===== src/hdl/bra_pkg.sv =====
// Shared types and constants of the bitmap run allocator.
package bra_pkg;

	// map geometry
	localparam int MAP_BYTES_DEF = 512;
	localparam int BIDX_W        = 10;            // byte index, follows length_bytes width
	localparam int BIT_W         = BIDX_W + 3;    // bit index within the map in use
	localparam int CFG_IDX_W     = 8;
	localparam logic [BIDX_W-1:0] LEN_RESET = 10'd512;

	// configuration register indexes
	localparam logic [CFG_IDX_W-1:0] REG_BASE = 8'd0;
	localparam logic [CFG_IDX_W-1:0] REG_LEN  = 8'd1;

	typedef enum logic [1:0] {
		OP_TEST  = 2'd0,
		OP_WRITE = 2'd1,
		OP_ALLOC = 2'd2,
		OP_NOP   = 2'd3
	} op_t;

	typedef enum logic [1:0] {
		ST_OK      = 2'd0,
		ST_NO_RUN  = 2'd1,
		ST_OUTSIDE = 2'd2,
		ST_BAD_LEN = 2'd3
	} status_t;

	typedef struct packed {
		op_t         opcode;
		logic [31:0] bit_index;
		logic        write_value;
		logic [12:0] run_length;
	} cmd_t;

	typedef struct packed {
		status_t     status;
		logic        bit_value;
		logic [31:0] run_start;
	} res_t;

	// outcome of scanning one map byte
	typedef struct packed {
		logic             found;
		logic [2:0]       pos;
		logic [BIT_W-1:0] run_out;
	} scan_t;

endpackage


===== src/hdl/bra_scan.sv =====
// Run finder over one map byte: extends the clear run and spots the run's end.
module bra_scan (
	input  logic [7:0]                 byte_in,
	input  logic [bra_pkg::BIT_W-1:0]  run_in,
	input  logic [bra_pkg::BIT_W-1:0]  count,
	output bra_pkg::scan_t             scan
);

	logic [bra_pkg::BIT_W-1:0] run_j [8];
	logic [7:0]                hit;

	// run length after each bit: distance from the last used bit, or carried run
	always_comb begin
		for (int j = 0; j < 8; j++) begin
			logic       seen;
			logic [2:0] last;
			seen = 1'b0;
			last = 3'd0;
			for (int i = 0; i <= j; i++) begin
				if (byte_in[i]) begin
					seen = 1'b1;
					last = 3'(i);
				end
			end
			if (seen) begin
				run_j[j] = bra_pkg::BIT_W'(3'(j) - last);
			end else begin
				run_j[j] = run_in + bra_pkg::BIT_W'(j + 1);
			end
			hit[j] = (run_j[j] == count);
		end
	end

	// lowest bit at which the run reaches the count
	always_comb begin
		scan.found   = |hit;
		scan.pos     = 3'd0;
		scan.run_out = run_j[7];
		for (int j = 7; j >= 0; j--) begin
			if (hit[j]) begin
				scan.pos = 3'(j);
			end
		end
	end

endmodule


===== config.mk =====
export PLATFORM = sky130hd
export DESIGN_NAME = bra_scan
export DESIGN_NICKNAME = d
export VERILOG_FILES = /design/src/hdl/bra_pkg.sv /design/src/hdl/bra_scan.sv
export SDC_FILE = /design/constraint.sdc
export NUM_CORES = 1
export LEC_CHECK = 0
export ABC_CLOCK_PERIOD_IN_PS = 4200
export BUFFER_PORTS_ARGS = -buffer_cell sky130_fd_sc_hd__buf_2
export CAP_MARGIN = 20
export CORE_UTILIZATION = 62
export DETAILED_ROUTE_END_ITERATION = 12
export PLACE_DENSITY_LB_ADDON = 0.12
export SYNTH_ARGS = -nofsm -noshare
export SYNTH_HDL_FRONTEND = slang
export SYNTH_SLANG_ARGS = --single-unit

===== constraint.sdc =====
create_clock -name vclk -period 4.2
set_input_delay 0.63 -clock vclk [all_inputs]
set_output_delay 0.63 -clock vclk [all_outputs]
set_load 0.02 [all_outputs]

After elaboration in Yosys (flattened, before gate mapping). Index checks and enable logic that the tools add are counted.

Bits in registers: 0. Input bits: 34. Logic and storage cells: 55.

Add/subtract/negate cells: 15. Equal/unequal tests: 8. Muxes and demuxes: 31. Reduce and logical (&&, ||, !) cells: 1.

Operators by type and width (number): == test 13 bit (8); two-way mux 13 bit (8); adder 13 x 3 -> 13 bit, second input constant (4); two-way mux 3 bit (14); adder 13 x 2 -> 13 bit, second input constant (2); subtractor 3 x 3 -> 4 bit, first input constant (4); adder 13 x 1 -> 13 bit, second input constant (1); adder 13 x 4 -> 13 bit, second input constant (1); two-way mux 1 bit (9); OR reduction 8 bit (1); subtractor 2 x 3 -> 4 bit, first input constant (2); subtractor 1 x 3 -> 4 bit, first input constant (1).

Depth between registers and ports, before layout. Gate-level depths: netlist (run 1).

Depth in word-level cells: 18. Mapped depth: 15.

Worst setup path after synthesis (run 1). No wires, ideal clock.

Path kind: in2out. Start point: input byte_in[6]. End point: output scan[13] (netlist name). Arrival time: 3342 ps. Required time: 3570 ps. Setup slack: 228 ps. Stages on the path: 11. Path buffers: 1. Cells stage by stage: clkbuf_1 > or4_1 > or3_1 > mux2i_1 > xnor2_1 > o221ai_1 > nand4b_1 > a31o_1 > a21boi_1 > o21bai_1 > a21oi_1.

RTL lines: from (decl) (line bra_scan.sv:3) `input logic [7:0] byte_in,`; to (decl) (line bra_scan.sv:6) `output bra_pkg::scan_t scan`.

==> results of run 1 <==
[cell type report]
class,count,area [um^2]
timing repair buffer,94,578
multi-input combinational,535,3560
inverter,17,63.8
tap,75,93.8
fill,534,1620
[metal layers]
layer	track usage, %	part of all wire, %
met5	0	0
met4	26.8	6.8
met3	5.45	11
met2	69.2	43
met1	59.0	39
[final timing paths]
| path | endpoint | depth (start not counted) | from | slack [ns] |
|---|---|---|---|---|
| max | scan[13] | 12 | byte_in[1] | 0.17 |
| min | scan[1] | 3 | byte_in[7] | 1.63 |
[worst max-delay path, delay by kind of cell]
kind	cells	cell delay, ns
simple gates	3	1.26
compound gates	5	0.82
buf+inv	2	0.36
mux	1	0.20
xor+xnor	1	0.14
[placed cells by master, fill, tap and decap left out, types with 3 or more instances in the layout]
cell type	netlist	routed
o31ai_1	5	5
nand3_1	13	13
mux2i_1	3	3
or4_1	4	4
o2111ai_1	4	4
nor3_1	31	31
xor2_1	47	47
buf_4	0	43
nand4_1	12	12
a31oi_1	11	11
nor2b_1	5	5
inv_1	16	16
or3_1	15	15
nor3b_1	5	5
a21oi_1	43	42
o21ai_0	31	31
buf_2	16	51
nor4_1	20	17
o32ai_1	4	4
nor2_1	68	68
nand2_1	46	46
and2_1	3	3
xnor2_1	89	89
nand2b_1	6	6
nor4_2	0	3
or4b_2	3	3
and3_1	9	9
ha_1	12	11
[cells by family (layout without fill, tap and decap cells)]
group                      after synthesis  in the layout  share of synthesized area [%]
and+or+nand+nor                        255            255                           34.9
xor gates and xnor gates               136            136                           31.3
muxes                                    4              4                           1.08
AOI/OAI and AO/OA                      128            128                           21.5
buffers and inverters                   67            111                           7.33
adders and majority gates               12             12                           3.94
[metrics by stage]
stage	instances	setup slack, ns
6_report	721	0.166
5_1_grt	721	0.00746
4_1_cts	721	0.0777
3_5_place_dp	721	0.0956
3_3_place_gp	721	0.133
2_1_floorplan	602	0.228
[what timing repair did]
item,4_1_cts,5_1_grt
hold endpoints to repair,0,0
setup endpoints to repair,0,4
gates resized for setup,0,7
hold buffers,0,0
[power groups by stage]
stage | combinational, mW | clock [mW] | sequential, mW
CTS | 0.392 | 0 | 0
global placement | 0.382 | 0 | 0
detailed placement | 0.390 | 0 | 0
finish | 0.408 | 0 | 0
global route | 0.434 | 0 | 0
floorplan | 0.274 | 0 | 0
==> metrics.txt, run 1 <==
outcome=finished, final reports clean; Critical Path Max Stage Delay=between 0.6 and 0.7 ns; Residual DRC=0; Worst setup EP type=output port; fin util=between 70% and 80%; pwr/cell area=about 95 mW/mm^2; row cnt=28; count of final setup violators=0; DRT iter0 DRCs=between 500 and 600; Worst-Margin Slew=approximately 0.57 ns; post-synth top area cell=xnor2_1; RePlAce Congestion=1.04; seq_cells=0; Yosys warning total=0; pin count of the biggest net entering global routing=21; internal power=approximately 0.15 mW; Post-Route WL=14.4 mm; startpoint types=input pin; Final min period=between 4 and 5 ns; total core area=about 0.006 mm^2; placed inst area=0.00427 mm^2; sequential area share after synthesis=0%; Die Area=0.00646 mm^2; Die H=80.4 um; worst vdd ir=about 0.075 mV; Final #Nets=slightly below 700; switch share=a little over three fifths; Final Max Tran Viols=0; synth cell count leaders=89 x xnor2_1, 68 x nor2_1, 47 x xor2_1, 46 x nand2_1, 43 x a21oi_1; Hold WS=between 1.5 and 2 ns; drt pass-1 iters=5; P&R area growth vs syn=12.8%; overall power=roughly 0.4 mW; Clock Buffer Count=0; clock power share=0%; vias per inst=between 6 and 7; Cells after Synth=602; Detailed Place HPWL=approximately 11 mm; Final period util=about 96%; most used cell, CP=buf_2; Seq pwr share=0%; Post-DRT Antenna Nets=0; Wirelength per Cell=around 20 um; Avg Cell Area, Syn=~6.3 um^2; Max-Cap Viols=0; PortBufs=slightly above 50; Crit-path slowest cell=or4_4; final hold vios=0; switching power=~0.26 mW; vias in the first global route=4261; Arr. time, crit path=between 3 and 4 ns; Initial Utilization=roughly 64%; count leader, synth=xnor2_1; initial antenna violation count=0; Post-CTS Setup Bufs=0; Seq. cell area=0 um^2; TNS Setup=0 ns; final instance area=between 0.004 and 0.005 mm^2; critical path required time=~3.6 ns; Crit Path Category=input pin to output port; post-synthesis cell area=roughly 0.0038 mm^2; Horiz. Die Dim=80.4 um; HP Class=input pin to output port; vias post-DR=approximately 4800; maximum clock rate=roughly 0.25 GHz; Synth cell types=62; first-pass GRT wire length=22.0 mm; total grt overflow=0; top cells by area, synth=xnor2_1 20%, xor2_1 11%, nor2_1 6.7%, a21oi_1 5.7%, nand2_1 4.5%; GR Util All Layers=44.9%; layout cells sized above 1=roughly 17%; CP Cell Sequence=buf_2 > or4_4 > or3_1 > mux2i_1 > xnor2_1 > o221ai_1 > nand4b_1 > a31o_1 > a21boi_1 > o21bai_1 > a21oi_1 > buf_2; worst-path maximum fanout=12; Ports=51; RSZ-0062 raised after global routing=no; post-synth top area share=between 20% and 30%; n_diodes=0; synthesized netlist net count=between 600 and 700; leakage power=about 1.5 nW; normalized max-slew margin=around 62%; combinational power share=between 90% and 100%
(Power assumes the default switching activity.)
==> inputs of run 2 (changes only) <==
- BUFFER_PORTS_ARGS: -buffer_cell sky130_fd_sc_hd__buf_2 -> -buffer_cell sky130_fd_sc_hd__buf_4
- SETUP_SLACK_MARGIN: not set -> 0.2
==> metrics.txt, run 2 (synthesis results as in run 1) <==
outcome=finished, final reports clean; Final Max Tran Viols=0; HP Class=input pin to output port; P&R area growth vs syn=20.8%; row cnt=28; Horiz. Die Dim=80.4 um; final hold vios=0; leakage power=roughly 1.6 nW; DRT iter0 DRCs=approximately 740; Final period util=between 90% and 100%; first-pass GRT wire length=roughly 24 mm; critical path required time=3.57 ns; Seq. cell area=0 um^2; Global Route met1 Usage=around 61%; global routing's busiest layer=met2; Die Area=about 0.0065 mm^2; Initial Utilization=~64%; count of final setup violators=0; pwr/cell area=a little under 100 mW/mm^2; PortBufs=between 50 and 60; Residual DRC=0; Fillers=approximately 490; vias post-DR=a little over 5000; Wirelength per Cell=22.1 um; maximum clock rate=~0.25 GHz; met3 Usage GRT=between 8 and 9%; Clock Buffer Count=0; Ports=a little over 50; startpoint types=input pin; worst setup margin=about 0.27 ns; GR Util All Layers=between 40% and 50%; pin count of the biggest net entering global routing=22; Detailed Place HPWL=11.4 mm; TNS Setup=0 ns; most common cell after layout, fill and taps aside=xnor2_1; Post-Route WL=approximately 16 mm; total core area=between 0.005 and 0.006 mm^2; seq_cells=0; vias per inst=7.04; n_diodes=0; worst-path maximum fanout=15; met2 GRT Util=between 70% and 80%; Crit Path Category=input pin to output port; Arr. time, crit path=between 3 and 4 ns; Die H=roughly 80 um; Post-DRT Antenna Nets=0; dpl ws=slightly below 0.08 ns; Final #Nets=a little under 700; Worst setup EP type=output port; layout cells sized above 1=21.9%; Final min period=between 3 and 4 ns; RePlAce Congestion=~1.0; drt pass-1 iters=5; worst vdd ir=around 0.10 mV; Worst-Margin Slew=between 0.6 and 0.7 ns; Max-Cap Viols=0; normalized max-slew margin=56.4%; # hold bufs at CTS=0; initial antenna violation count=0; vias in the first global route=approximately 4500; RSZ-0062 raised after global routing=no; total grt overflow=0; most frequent cells in the layout=89 x xnor2_1, 84 x buf_4, 63 x nor2_1
==> run 2: cell count changes in the layout (fill, tap and decap cells not counted), moves of 3 or more <==
| cell | before | now |
|---|---|---|
| buf_4 | 43 | 84 |
| ha_1 | 11 | 4 |
| buf_2 | 51 | 0 |
| nor2_2 | 0 | 5 |
| buf_6 | 0 | 3 |
| a21oi_1 | 42 | 39 |
| nor2_1 | 68 | 63 |
| ha_4 | 0 | 5 |
==> run 2: final cells by class <==
| cell class | instances | area (um^2) | area share (%) |
|---|---|---|---|
| Tap cell | 75 | 93.8 | 2.04 |
| Inverter | 17 | 71.3 | 1.55 |
| Multi-Input combinational cell | 535 | 3760 | 81.6 |
| Timing Repair Buffer | 88 | 679 | 14.8 |
==> run 2: metal layers <==
layer / routed length [um] / part of all wire [%] / vias to the layer above
met1: 5840 / 37 / 2277
li1: - / - / 2223
met4: 1040 / 6.6 / 0
met2: 6930 / 44 / 411
met5: 0 / 0 / -
met3: 2000 / 13 / 120
==> run 2: final timing paths <==
path | slack (ns) | start | endpoint | cells after the start
max | 0.27 | run_in[1] | scan[14] | 14
min | 1.59 | byte_in[7] | scan[1] | 3
==> run 2: worst max-delay path, cell delays in order <==
cell        delay (ns)
buf_6             0.17
clkinvlp_4        0.22
ha_4              0.24
nor2b_2           0.22
o211ai_1          0.12
xnor2_1           0.31
nor3b_1           0.26
a31oi_1           0.07
o21ai_0           0.37
nand3_1           0.14
nand2_1           0.13
a311oi_1          0.10
nor3_1            0.15
buf_4             0.17
==> run 2: what timing repair did <==
action | 4_1_cts | 5_1_grt
pin swaps | 0 | 13
buffers inserted | 0 | 11
resized for setup | 3 | 51
setup endpoints to repair | 3 | 4
==> run 2: power breakdown <==
part           leakage, nW  switching (mW)  internal, mW
Combinational         1.56           0.276         0.169
Sequential               0               0             0
Clock                    0               0             0
==> run 2: metrics by stage <==
| step | power [mW] | hold WS (ns) | util [%] | std cells | cell area, um^2 |
|---|---|---|---|---|---|
| global route | 0.470 | 1.60 | 77.7 | 715 | 4600 |
| global placement | 0.388 | 1.57 | 72.0 | 704 | 4270 |
| finish | 0.445 | 1.59 | 77.7 | 715 | 4600 |
| CTS | 0.398 | 1.58 | 72.2 | 704 | 4280 |
| floorplan | 0.274 | 1.36 | - | 602 | 3810 |
| detailed placement | 0.395 | 1.58 | 72.0 | 704 | 4270 |
